==> src/rtl/sfd_pkg.sv <==
// Package for the sensor frame deframer: widths, register indexes,
// reset values and frame status codes.
// No dependencies.
package sfd_pkg;

  localparam int unsigned BYTE_W    = 8;
  localparam int unsigned POS_W     = 5;   // frame byte position, 0 while hunting
  localparam int unsigned WORD_W    = 16;
  localparam int unsigned FLD_BYTES = 21;  // frame bytes 1 to 21 feed the result
  localparam int unsigned FLD_IDX_W = 5;
  localparam int unsigned FLD_LAST  = 21;  // highest frame byte that feeds a field
  localparam int unsigned PADDR_W   = 3;
  localparam int unsigned PDATA_W   = 32;

  // register indexes (paddr[2])
  localparam logic REG_HEAD = 1'b0;
  localparam logic REG_TAIL = 1'b1;

  localparam logic [BYTE_W-1:0] HEAD_RST = 8'd123;
  localparam logic [BYTE_W-1:0] TAIL_RST = 8'd125;

  typedef enum logic [1:0] {
    STAT_GOOD     = 2'd0,
    STAT_BAD_SUM  = 2'd1,
    STAT_BAD_TAIL = 2'd2
  } frm_status_e;

endpackage

==> src/rtl/sfd_ram.sv <==
// Generic simple dual-port RAM: one write port, one read port,
// read data registered. No dependencies.
module sfd_ram #(
  parameter int unsigned WIDTH = 8,
  parameter int unsigned DEPTH = 64
) (
  input  logic                     clk_i,
  input  logic                     we_i,
  input  logic [$clog2(DEPTH)-1:0] waddr_i,
  input  logic [WIDTH-1:0]         wdata_i,
  input  logic                     re_i,
  input  logic [$clog2(DEPTH)-1:0] raddr_i,
  output logic [WIDTH-1:0]         rdata_o
);

  logic [WIDTH-1:0] mem_q [DEPTH];
  logic [WIDTH-1:0] rdata_q;

  always_ff @(posedge clk_i) begin
    if (we_i) begin
      mem_q[waddr_i] <= wdata_i;
    end
    if (re_i) begin
      rdata_q <= mem_q[raddr_i];
    end
  end

  assign rdata_o = rdata_q;

endmodule

==> src/rtl/sensor_frame_deframer_top.sv <==
// Sensor frame deframer top level: byte hunter, checksum, frame store
// and result unpacking. Depends on sfd_pkg and sfd_ram.
//
// Usage:
//   rx channel (rx_valid_i/rx_ready_o, rx_byte_i) takes one received byte
//   per cycle unless stalled. The block hunts for head_byte, collects
//   FRAME_BYTES bytes, XORs every byte before the tail, and checks the tail.
//   res channel (res_valid_o/res_ready_i) gives one item per completed
//   frame: status, stop flag and ten big-endian signed words.
//   APB port: register 0 head_byte at 0x0, register 1 tail_byte at 0x4.
// Timing:
//   One byte per cycle sustained unless stalled. Data bytes go into a
//   two-bank frame RAM; after the tail byte the completed bank is read
//   back one byte a cycle (single RAM read port) into the result register.
//   The next frame fills the other bank meanwhile.
// Reset: hunting, checksum cleared, no result pending, registers at
//   123 / 125. The frame RAM is not cleared; every byte read is written first.
// Stall: a held result blocks readback of the next frame; a third frame's
//   tail byte then waits (rx_ready_o low) until a bank is free.
module sensor_frame_deframer_top #(
  parameter int unsigned FRAME_BYTES = 24
) (
  input  logic                             clk_i,
  input  logic                             rst_ni,
  // byte input
  input  logic                             rx_valid_i,
  output logic                             rx_ready_o,
  input  logic [sfd_pkg::BYTE_W-1:0]       rx_byte_i,
  // result output
  output logic                             res_valid_o,
  input  logic                             res_ready_i,
  output logic [1:0]                       frame_status_o,
  output logic [sfd_pkg::BYTE_W-1:0]       halt_flag_o,
  output logic signed [sfd_pkg::WORD_W-1:0] vel_x_o,
  output logic signed [sfd_pkg::WORD_W-1:0] vel_y_o,
  output logic signed [sfd_pkg::WORD_W-1:0] vel_yaw_o,
  output logic signed [sfd_pkg::WORD_W-1:0] accel_x_o,
  output logic signed [sfd_pkg::WORD_W-1:0] accel_y_o,
  output logic signed [sfd_pkg::WORD_W-1:0] accel_z_o,
  output logic signed [sfd_pkg::WORD_W-1:0] gyro_x_o,
  output logic signed [sfd_pkg::WORD_W-1:0] gyro_y_o,
  output logic signed [sfd_pkg::WORD_W-1:0] gyro_z_o,
  output logic signed [sfd_pkg::WORD_W-1:0] battery_mv_o,
  // APB configuration
  input  logic                             psel,
  input  logic                             penable,
  input  logic                             pwrite,
  input  logic [sfd_pkg::PADDR_W-1:0]      paddr,
  input  logic [sfd_pkg::PDATA_W-1:0]      pwdata,
  output logic [sfd_pkg::PDATA_W-1:0]      prdata,
  output logic                             pready
);

  import sfd_pkg::*;

  localparam int unsigned DATA_BYTES = FRAME_BYTES - 2;
  localparam int unsigned IDX_W      = $clog2(DATA_BYTES);
  localparam int unsigned RAM_DEPTH  = 2 * (2 ** IDX_W);
  localparam int unsigned RAM_AW     = IDX_W + 1;
  localparam logic [POS_W-1:0] LAST_POS = POS_W'(FRAME_BYTES - 1);
  localparam logic [POS_W-1:0] SUM_POS  = POS_W'(FRAME_BYTES - 2);
  // highest frame byte read back: short frames stop early, long ones at 21
  localparam logic [POS_W-1:0] LAST_RD  =
      POS_W'((FRAME_BYTES > FLD_LAST + 3) ? FLD_LAST : FRAME_BYTES - 3);

  // configuration
  logic [BYTE_W-1:0] head_q, tail_q;

  // receive state
  logic [POS_W-1:0]  pos_q, pos_d;
  logic [BYTE_W-1:0] xor_q, xor_d;
  logic              wr_bank_q, wr_bank_d;

  // pending frame and readback
  logic              pend_q, pend_d;
  frm_status_e       pend_stat_q, pend_stat_d;
  logic              drn_q, drn_d;     // readback in progress
  logic              iss_q, iss_d;     // reads still to issue
  logic [POS_W-1:0]  rd_idx_q, rd_idx_d;
  logic              rd_vld_q, rd_vld_d;
  logic [POS_W-1:0]  rd_tag_q, rd_tag_d;
  logic              drn_start, drn_done;

  // result register
  logic              out_valid_q, out_valid_d;
  frm_status_e       out_stat_q, out_stat_d;
  logic [BYTE_W-1:0] fld_q [FLD_BYTES];

  // RAM ports
  logic              ram_we, ram_re;
  logic [RAM_AW-1:0] ram_waddr, ram_raddr;
  logic [BYTE_W-1:0] ram_rdata;

  logic rx_fire, res_fire, tail_fire;
  logic [FLD_IDX_W-1:0] fld_sel;

  assign rx_ready_o = !(pend_q && (pos_q == LAST_POS));
  assign rx_fire    = rx_valid_i && rx_ready_o;
  assign res_fire   = out_valid_q && res_ready_i;
  assign tail_fire  = rx_fire && (pos_q == LAST_POS);

  // APB register file
  assign pready = 1'b1;
  always_comb begin
    prdata = '0;
    case (paddr[2])
      REG_HEAD: prdata[BYTE_W-1:0] = head_q;
      REG_TAIL: prdata[BYTE_W-1:0] = tail_q;
      default:  prdata = '0;
    endcase
  end

  always_ff @(posedge clk_i or negedge rst_ni) begin
    if (!rst_ni) begin
      head_q <= HEAD_RST;
      tail_q <= TAIL_RST;
    end else if (psel && penable && pwrite && pready) begin
      case (paddr[2])
        REG_HEAD: head_q <= pwdata[BYTE_W-1:0];
        REG_TAIL: tail_q <= pwdata[BYTE_W-1:0];
        default:  head_q <= head_q;
      endcase
    end
  end

  // byte hunter, position counter and running checksum
  always_comb begin
    pos_d       = pos_q;
    xor_d       = xor_q;
    wr_bank_d   = wr_bank_q;
    pend_stat_d = pend_stat_q;
    ram_we      = 1'b0;
    if (rx_fire) begin
      if (pos_q == '0) begin
        if (rx_byte_i == head_q) begin
          pos_d  = POS_W'(1);
          xor_d  = rx_byte_i;
          ram_we = 1'b1;
        end
      end else if (pos_q < SUM_POS) begin
        pos_d  = pos_q + POS_W'(1);
        xor_d  = xor_q ^ rx_byte_i;
        ram_we = 1'b1;
      end else if (pos_q == SUM_POS) begin
        pos_d = pos_q + POS_W'(1);
        xor_d = xor_q ^ rx_byte_i;
      end else begin
        // tail byte: wrong tail outranks a bad checksum
        pos_d     = '0;
        xor_d     = '0;
        wr_bank_d = !wr_bank_q;
        if (rx_byte_i != tail_q) begin
          pend_stat_d = STAT_BAD_TAIL;
        end else if (xor_q != '0) begin
          pend_stat_d = STAT_BAD_SUM;
        end else begin
          pend_stat_d = STAT_GOOD;
        end
      end
    end
  end

  assign ram_waddr = {wr_bank_q, pos_q[IDX_W-1:0]};

  // readback of the completed bank into the result register; the
  // collecting frame writes the other bank, so no forwarding is needed
  assign drn_start = pend_q && !drn_q && !out_valid_q;
  assign drn_done  = rd_vld_q && (rd_tag_q == LAST_RD);
  assign ram_re    = iss_q;
  assign ram_raddr = {!wr_bank_q, rd_idx_q[IDX_W-1:0]};

  always_comb begin
    pend_d      = pend_q;
    drn_d       = drn_q;
    iss_d       = iss_q;
    rd_idx_d    = rd_idx_q;
    rd_vld_d    = iss_q;
    rd_tag_d    = rd_idx_q;
    out_valid_d = out_valid_q;
    out_stat_d  = out_stat_q;
    if (tail_fire) begin
      pend_d = 1'b1;
    end
    if (drn_start) begin
      drn_d    = 1'b1;
      iss_d    = 1'b1;
      rd_idx_d = POS_W'(1);
    end
    if (iss_q) begin
      if (rd_idx_q == LAST_RD) begin
        iss_d = 1'b0;
      end else begin
        rd_idx_d = rd_idx_q + POS_W'(1);
      end
    end
    if (res_fire) begin
      out_valid_d = 1'b0;
    end
    if (drn_done) begin
      pend_d      = 1'b0;
      drn_d       = 1'b0;
      out_valid_d = 1'b1;
      out_stat_d  = pend_stat_q;
    end
  end

  always_ff @(posedge clk_i or negedge rst_ni) begin
    if (!rst_ni) begin
      pos_q       <= '0;
      xor_q       <= '0;
      wr_bank_q   <= 1'b0;
      pend_q      <= 1'b0;
      pend_stat_q <= STAT_GOOD;
      drn_q       <= 1'b0;
      iss_q       <= 1'b0;
      rd_idx_q    <= '0;
      rd_vld_q    <= 1'b0;
      rd_tag_q    <= '0;
      out_valid_q <= 1'b0;
      out_stat_q  <= STAT_GOOD;
    end else begin
      pos_q       <= pos_d;
      xor_q       <= xor_d;
      wr_bank_q   <= wr_bank_d;
      pend_q      <= pend_d;
      pend_stat_q <= pend_stat_d;
      drn_q       <= drn_d;
      iss_q       <= iss_d;
      rd_idx_q    <= rd_idx_d;
      rd_vld_q    <= rd_vld_d;
      rd_tag_q    <= rd_tag_d;
      out_valid_q <= out_valid_d;
      out_stat_q  <= out_stat_d;
    end
  end

  // result bytes: cleared at readback start so missing bytes read as zero
  assign fld_sel = FLD_IDX_W'(rd_tag_q - POS_W'(1));

  always_ff @(posedge clk_i) begin
    if (drn_start) begin
      for (int i = 0; i < FLD_BYTES; i++) begin
        fld_q[i] <= '0;
      end
    end else if (rd_vld_q) begin
      fld_q[fld_sel] <= ram_rdata;
    end
  end

  sfd_ram #(
    .WIDTH (BYTE_W),
    .DEPTH (RAM_DEPTH)
  ) u_frame_ram (
    .clk_i   (clk_i),
    .we_i    (ram_we),
    .waddr_i (ram_waddr),
    .wdata_i (rx_byte_i),
    .re_i    (ram_re),
    .raddr_i (ram_raddr),
    .rdata_o (ram_rdata)
  );

  // result unpacking, big-endian words
  assign res_valid_o    = out_valid_q;
  assign frame_status_o = out_stat_q;
  assign halt_flag_o    = fld_q[0];
  assign vel_x_o        = {fld_q[1],  fld_q[2]};
  assign vel_y_o        = {fld_q[3],  fld_q[4]};
  assign vel_yaw_o      = {fld_q[5],  fld_q[6]};
  assign accel_x_o      = {fld_q[7],  fld_q[8]};
  assign accel_y_o      = {fld_q[9],  fld_q[10]};
  assign accel_z_o      = {fld_q[11], fld_q[12]};
  assign gyro_x_o       = {fld_q[13], fld_q[14]};
  assign gyro_y_o       = {fld_q[15], fld_q[16]};
  assign gyro_z_o       = {fld_q[17], fld_q[18]};
  assign battery_mv_o   = {fld_q[19], fld_q[20]};

`ifndef SYNTHESIS
  // checksum is clear whenever the hunter is idle
  a_xor_idle: assert property (@(posedge clk_i) disable iff (!rst_ni)
    (pos_q == '0) |-> (xor_q == '0))
    else $error("running checksum not clear while hunting");

  // readback never overwrites a result still on offer
  a_drain_excl: assert property (@(posedge clk_i) disable iff (!rst_ni)
    (drn_q || rd_vld_q) |-> !out_valid_q)
    else $error("readback active while result held");

  // a completed frame is always queued for readback
  a_tail_pend: assert property (@(posedge clk_i) disable iff (!rst_ni)
    tail_fire |=> (pend_q && (pos_q == '0)))
    else $error("completed frame not pending");

  // read tags stay inside the stored byte range
  a_tag_range: assert property (@(posedge clk_i) disable iff (!rst_ni)
    rd_vld_q |-> ((rd_tag_q != '0) && (rd_tag_q <= LAST_RD)))
    else $error("readback tag out of range");

  // position never runs past the tail byte
  a_pos_range: assert property (@(posedge clk_i) disable iff (!rst_ni)
    pos_q <= LAST_POS)
    else $error("frame position out of range");
`endif

endmodule
==> config.mk <==
export PLATFORM = sky130hd
export DESIGN_NAME = sensor_frame_deframer_top
export DESIGN_NICKNAME = d
export VERILOG_FILES = /design/src/rtl/sfd_pkg.sv /design/src/rtl/sfd_ram.sv /design/src/rtl/sensor_frame_deframer_top.sv
export SDC_FILE = /design/constraint.sdc
export NUM_CORES = 1
export LEC_CHECK = 0
export BUFFER_PORTS_ARGS = -buffer_cell sky130_fd_sc_hd__buf_2
export CORE_UTILIZATION = 45
export CTS_CLUSTER_DIAMETER = 100
export DETAILED_ROUTE_END_ITERATION = 6
export PLACE_DENSITY = 0.71
export SLEW_MARGIN = 20
export SYNTH_ARGS = -nofsm -noshare
export SYNTH_HDL_FRONTEND = slang
export SYNTH_SLANG_ARGS = --single-unit
==> constraint.sdc <==
create_clock -name clk_i -period 4.8 [get_ports clk_i]
set_input_delay 0.48 -clock clk_i [delete_from_list [all_inputs] [get_ports clk_i]]
set_output_delay 0.48 -clock clk_i [all_outputs]
set_load 0.03 [all_outputs]
==> flow_metrics.env, run 1 <==
export IMPL_synth_edff_count=688
export IMPL_overflow=0
export IMPL_rsz0062_at_grt="no"
export IMPL_avgRoutedWirePerCell_um=21.88
export IMPL_post_synth_cell_area_avg_um2=18.46
export IMPL_p_comb_share_pct=10.7
export IMPL_antenna_found_initial=1
export IMPL_cts_setup_buffers=0
export IMPL_numCtsBuffers=75
export IMPL_rows=93
export IMPL_async_flop_share_pct=6.649
export IMPL_tightestPinTransition_ps=1132
export IMPL_p_int_mw=11.23
export IMPL_syn_to_final_growth_pct=16.10
export IMPL_ir_worst_vdd_mv=0.2913
export IMPL_cts_hold_buf=0
export IMPL_fin_util_pct=53.02
export IMPL_period_needed_ps=3625
export IMPL_tns_ps=0
export IMPL_slowest_stage="nor4b_1"
export IMPL_worstPathArrival_ps=3840
export IMPL_layout_nets=2049
export IMPL_ant_nets=0
export IMPL_crit_fanout=16
export IMPL_drt_first_pass_iters=5
export IMPL_ys_flop_type="edfxtp_1"
export IMPL_start_util_pct=45.67
export IMPL_p_switching_mw=3.509
export IMPL_syn_area_um2=29550
export IMPL_power_density_nw_per_um2=429.7
export IMPL_synthCells=1601
export IMPL_ys_top_cells_by_count="edfxtp_1 (688), and2_1 (170), mux4_2 (90)"
export IMPL_num_vias=15490
export IMPL_grt_start_max_net_pins=85
export IMPL_crit_start="pos_q[0]$_DFFE_PN0P_"
export IMPL_hold_path_class="in -> async"
export IMPL_power_frac_seq_pct=51.5
export IMPL_drive_gt1_share_pct=25.63
export IMPL_path_buf_inv=0
export IMPL_slew_viol_final=0
export IMPL_synth_distinct_cells=72
export IMPL_maxCapViolations=0
export IMPL_r2r_start="pos_q[0]$_DFFE_PN0P_"
export IMPL_die_area_um2=66690
export IMPL_drc=0
export IMPL_cp_start_kind="flop"
export IMPL_worst_path_largest_cell_delay_ps=780
export IMPL_setup_viol=0
export IMPL_die_w_um=258.2
export IMPL_fmax_mhz=275.8
export IMPL_slew_headroom_pct=24.54
export IMPL_routabilityCongestion=0.7980
export IMPL_cts_resized=0
export IMPL_yosys_top_cells_area="edfxtp_1 (70%), mux4_2 (6.9%), and2_1 (3.6%), dfrtp_1 (3.1%), mux2_2 (2.2%)"
export IMPL_end_kind="flop"
export IMPL_status="finished clean"
export IMPL_r2r_slack_ps=1170
export IMPL_yosys_warnings=0
export IMPL_wirelength_um=63610
export IMPL_period_share_pct=75.53
export IMPL_clk_latency_ps=620
export IMPL_ys_ff_latch=737
export IMPL_required_ps=5020
export IMPL_synth_seq_area_share_pct=74.12
export IMPL_clock_sinks=737
export IMPL_placed_cells=2772
export IMPL_portBuffers=203
export IMPL_crit_chain="ha_1, and4b_1, a21bo_2, nor4b_1, nand2_1, nor2_1"
export IMPL_fin_skew_ps=29.16
export IMPL_dr_first_iter_drc_count=1545
export IMPL_root_buffer="clkbuf_16"
export IMPL_cts_tree="done"
export IMPL_synth_top_area_cell="edfxtp_1"
export IMPL_htree_levels=3
export IMPL_chipHeight_um=258.2
export IMPL_power_mw=14.74
export IMPL_crit_type="reg -> reg"
export IMPL_cts_clk_slew_worst_paths_ps=60
export IMPL_final_cells=2907
export IMPL_dp_slack_ps=1268
export IMPL_layout_setup_ws_ps=1175
export IMPL_yosys_cell_count_top_type="edfxtp_1"
export IMPL_cpLargestDelayFamily="simple AND/OR/NAND/NOR gates"
export IMPL_grt_pass1_vias=15230
export IMPL_track_usage_pct=19.04
export IMPL_hold_viol=0
export IMPL_dpl_hpwl_um=40330
export IMPL_antenna_cells=0
export IMPL_core_area_um2=64700
export IMPL_power_leakage_nw=11.16
export IMPL_ios=255
export IMPL_switching_share_pct=23.80
export IMPL_via_per_inst=5.327
export IMPL_power_frac_clock_pct=37.9
export IMPL_yosysTopAreaCellShare_pct=69.92
export IMPL_grt_pass1_wl_um=93740
export IMPL_cts_buffer_depth=3
## logic make-up after synthesis
family	count (synthesis)	share of synthesized area, %
flip-flops	737	74.12
AND/OR/NAND/NOR	374	7.157
multiplexers	212	12.12
AO/OA/AOI/OAI	122	2.943
buffers and inverters	121	2.596
XOR/XNOR	28	0.8300
adder cells (fa/ha/maj)	5	0.2117
other	2	0.02542
## layer usage
metal | GRT usage (%) | up-vias | wire [µm]
li1 | - | 6879 | -
met1 | 24.55 | 7827 | 25370
met2 | 32.39 | 660 | 31980
met3 | 3.991 | 117 | 4569
met4 | 5.966 | 2 | 1679
met5 | 0 | - | 13
## metrics by stage
stage | hold slack [ps] | cell area, µm²
floorplan | 184.4 | 30230
global placement | 489.6 | 31930
detailed placement | 503.7 | 31930
CTS | 8.162 | 34300
global route | 20.67 | 34300
finish | 9.480 | 34300
## path summary, 6_finish.rpt
check	to	cells after the start
min in group clk_i	res_valid_o$_DFFE_PN0P_	2
worst min-delay path	head_q[7]$_DFFE_PN0P_	2
max in group asynchronous	rd_idx_q[0]$_DFF_PN0_	2
worst max-delay path	u_frame_ram.mem_q[48][3]$_DFFE_PP_	6
worst max register to register	u_frame_ram.mem_q[48][3]$_DFFE_PP_	6
worst min register to register	frame_status_o[1]$_DFFE_PN0P_	1
## flip-flops by register name, indices dropped and copies added (netlist names)
signal	flops
pend_stat_q	2
u_frame_ram.mem_q	512
frame_status_o	2
rd_vld_q	1
pend_q	1
iss_q	1
res_valid_o	1
drn_q	1
fld_q	168
u_frame_ram.rdata_o	8
rd_tag_q	5
xor_q	8
head_q	8
wr_bank_q	1
pos_q	5
tail_q	8
rd_idx_q	5
## placed cells by master (no fill, tap or decap), types with 7 or more instances in the layout
cell and count:
a21oi_1 9, a221oi_1 9, and2_1 170, buf_2 203, buf_4 43, clkbuf_1 18
clkbuf_16 77, clkinv_1 13, clkinv_2 10, conb_1 185, dfrtp_1 33, dfstp_2 12
edfxtp_1 688, inv_1 7, mux2_2 57, mux2i_1 49, mux4_1 16, mux4_2 90
nand2_1 32, nand3_1 23, nand3b_1 11, nor2_1 69, nor4_1 27, o211ai_1 7
o21ai_0 22, o21ai_1 13, o22ai_1 7, or3_1 7, xnor2_1 10, xor2_1 18
## worst register-to-register path: stages (launching register included)
cell and delay (ps):
dfrtp_1 460, ha_1 280, and4b_1 230, a21bo_2 330, nor4b_1 780, nand2_1 380, nor2_1 780
## power by group through the flow
stage          combinational (mW)  sequential, mW  clock, mW
2_1_floorplan                1.24            7.58          0
3_3_place_gp                 1.53            7.70          0
3_5_place_dp                 1.57            7.72          0
4_1_cts                      1.57            7.59       5.67
5_1_grt                      1.68            7.62       5.90
6_report                     1.57            7.59       5.58
## cell type report
type / instances / area (µm²)
Clock buffer: 99 / 2049
Fill cell: 5135 / 30390
Inverter: 7 / 26.28
Sequential cell: 737 / 21910
Multi-Input combinational cell: 926 / 7569
Timing Repair Buffer: 247 / 1359
Tap cell: 855 / 1070
Clock inverter: 36 / 319.1
Power figures use the tool's default switching activity.
==> run 2: changes to the inputs <==
- ABC_AREA: unset -> 1
- PLACE_DENSITY: 0.71 -> 0.73
- clock period: 4.8 -> 3.09 ns (I/O delays scaled with it)
==> run 2 against run 1 <==
Net effect:
- non-clock buffer count up 62
- utilization up 0.52 points
- setup slack worse by 890 ps
- sequential power up 71%
- critical path depth up 5
- register-to-register slack worse by 890 ps
- design area up 4.8%
- clock skew down 0.72 ps
==> flow_metrics.env, run 2 <==
export IMPL_grt_pass1_vias=19680
export IMPL_final_common_cell="nand2_1"
export IMPL_crit_path_frequent_cell="nand2_1"
export IMPL_crit_fanout=11
export IMPL_ys_flop_type="edfxtp_1"
export IMPL_slowest_stage="dfrtp_1"
export IMPL_numCtsBuffers=73
export IMPL_cts_buffer_depth=3
export IMPL_routabilityCongestion=0.8117
export IMPL_grt_start_max_net_pins=96
export IMPL_cts_clk_slew_worst_paths_ps=60
export IMPL_reg_largest_list="u_frame_ram.mem_q: 512 flops, fld_q: 168 flops"
export IMPL_die_area_um2=68920
export IMPL_tns_ps=0
export IMPL_wirelength_um=71110
export IMPL_period_needed_ps=2809
export IMPL_clk_latency_ps=630
export IMPL_core_area_um2=67160
export IMPL_cts_tree="done"
export IMPL_slew_headroom_pct=26.85
export IMPL_overflow=0
export IMPL_synth_seq_area_share_pct=71.71
export IMPL_top_register="u_frame_ram.mem_q"
export IMPL_largest_reg_flops=512
export IMPL_synthCells=2772
export IMPL_ios=255
export IMPL_ir_worst_vdd_mv=0.4786
export IMPL_rows=95
export IMPL_fmax_mhz=356.0
export IMPL_antenna_found_initial=2
export IMPL_drt_first_pass_iters=6
export IMPL_ys_ff_latch=737
export IMPL_clock_sinks=737
export IMPL_avgRoutedWirePerCell_um=17.27
export IMPL_crit_chain="ha_1, nand2_1, nor2_1, nand2_1, nand2_1, inv_2, nand2_1, nand2_1, nand3_2, nor2_1, buf_4"
export IMPL_htree_levels=3
export IMPL_yosys_cell_count_top_type="nand2_1"
export IMPL_placed_cells=3974
export IMPL_worstPathArrival_ps=3130
export IMPL_hold_path_class="in -> reg"
export IMPL_start_util_pct=45.48
export IMPL_worst_hold_slack_ps=225.6
export IMPL_fin_area_um2=35960
export IMPL_ant_nets=0
export IMPL_worst_path_largest_cell_delay_ps=470
export IMPL_dr_first_iter_drc_count=2135
export IMPL_maxCapViolations=0
export IMPL_num_vias=20430
export IMPL_root_buffer="clkbuf_16"
export IMPL_fin_skew_ps=28.44
export IMPL_power_density_nw_per_um2=916.7
export IMPL_syn_area_um2=30540
export IMPL_final_cells=4118
export IMPL_antenna_cells=0
export IMPL_async_flop_share_pct=6.649
export IMPL_layout_setup_ws_ps=281.0
export IMPL_yosysTopAreaCellShare_pct=67.64
export IMPL_crit_type="reg -> reg"
export IMPL_dpl_cell_area_um2=33440
export IMPL_power_leakage_nw=14.97
export IMPL_cts_setup_buffers=0
export IMPL_via_per_inst=4.962
export IMPL_slew_viol_final=0
export IMPL_portBuffers=203
export IMPL_tightestPinTransition_ps=1096
export IMPL_setup_viol=0
export IMPL_track_usage_pct=20.57
export IMPL_layout_nets=3242
export IMPL_cp_start_kind="flop"
export IMPL_period_share_pct=90.91
export IMPL_status="finished clean"
export IMPL_ys_top_cells_by_count="nand2_1 (759), edfxtp_1 (688), nor2_1 (436)"
export IMPL_dp_slack_ps=387.2
export IMPL_die_w_um=262.5
export IMPL_dpl_hpwl_um=43010
export IMPL_synth_top_area_cell="edfxtp_1"
export IMPL_syn_to_final_growth_pct=17.73
export IMPL_chipHeight_um=262.5
export IMPL_synth_distinct_cells=38
export IMPL_rsz0062_at_grt="no"
export IMPL_hold_viol=0
export IMPL_grt_pass1_wl_um=109600
export IMPL_yosys_warnings=0
export IMPL_yosys_top_cells_area="edfxtp_1 (68%), nand2_1 (9.3%), nor2_1 (5.4%), nand3_1 (3.4%), dfrtp_1 (3.0%)"
export IMPL_end_kind="flop"
export IMPL_mostFrequentLayoutCells="nand2_1 (759), edfxtp_1 (688), nor2_1 (434), inv_1 (223), nand3_1 (209)"
export IMPL_post_synth_cell_area_avg_um2=11.02
export IMPL_drive_gt1_share_pct=13.84
export IMPL_required_ps=3410
export IMPL_synth_edff_count=688
export IMPL_drc=0
-- run 2: cell count changes in the layout (fill, tap and decap cells not counted), moves of 69 or more --
cell,before,now
nor2_1,69,434
and2_1,170,0
nand2_1,32,759
mux4_2,90,0
o21ai_0,22,91
nand3_1,23,209
inv_1,7,223
-- run 2: worst paths after layout --
kind | startpoint | endpoint | slack [ps] | depth (start not counted)
setup / recovery | pos_q[1]$_DFFE_PN0P_ | u_frame_ram.mem_q[35][7]$_DFFE_PP_ | 280 | 11
hold / removal | rx_byte_i[6] | pos_q[0]$_DFFE_PN0P_ | 230 | 6
setup reg to reg | pos_q[1]$_DFFE_PN0P_ | u_frame_ram.mem_q[35][7]$_DFFE_PP_ | 280 | 11
hold reg to reg | frame_status_o[1]$_DFFE_PN0P_ | frame_status_o[1]$_DFFE_PN0P_ | 480 | 2
max in group asynchronous | rst_ni | pos_q[3]$_DFFE_PN0P_ | 2110 | 3
min in group asynchronous | rst_ni | head_q[2]$_DFFE_PN0P_ | 310 | 2
-- run 2: layer usage --
metal  wire length, µm  up-vias  global-route usage [%]
li1                  -     9799                       -
met1             29050     9738                   26.68
met2             35000      742                   34.63
met3              4974      149                   4.123
met4              2064        4                   6.725
met5                22        -                       0
-- run 2: layout make-up --
class | count | area [µm²]
Timing Repair Buffer | 309 | 1952
Clock buffer | 93 | 1996
Clock inverter | 40 | 412.9
Fill cell | 5585 | 31200
Inverter | 237 | 897.1
Tap cell | 873 | 1092
Multi-Input combinational cell | 1829 | 7701
Sequential cell | 737 | 21910
-- run 2: worst max-delay path: cells and delay by family, from the launching register on --
kind | cells | cell delay, ps
DFF | 1 | 470
and+or+nand+nor | 8 | 1490
buffers and inverters | 2 | 290
adders and majority gates | 1 | 250
-- run 2: kinds of logic after synthesis --
family	Yosys count	synth area share (%)
flip-flops	737	71.71
XOR/XNOR	29	0.8562
buffers and inverters	389	5.346
AND/OR/NAND/NOR	1436	18.96
AO/OA/AOI/OAI	174	2.904
other	2	0.02459
adder cells (fa/ha/maj)	5	0.2048
-- run 2: metrics by stage --
step,power [mW],util (%)
after floorplan,20.30,-
after global routing,34.57,53.54
final,32.97,53.54
after global placement,23.87,49.79
after CTS,33.06,53.54
after detailed placement,24.12,49.79
-- run 2: power by group --
group | total [mW] | internal (mW) | switching (mW)
logic | 11.0 | 2.87 | 8.14
clock network | 8.94 | 5.19 | 3.75
registers | 13.0 | 12.4 | 0.613
total | 33.0 | 20.5 | 12.5
-- run 2: timing repair --
item	in CTS	in global routing
hold endpoints to repair	33	0
resized for setup	0	0
endpoints found under the setup margin	0	0
hold buffers	11	0
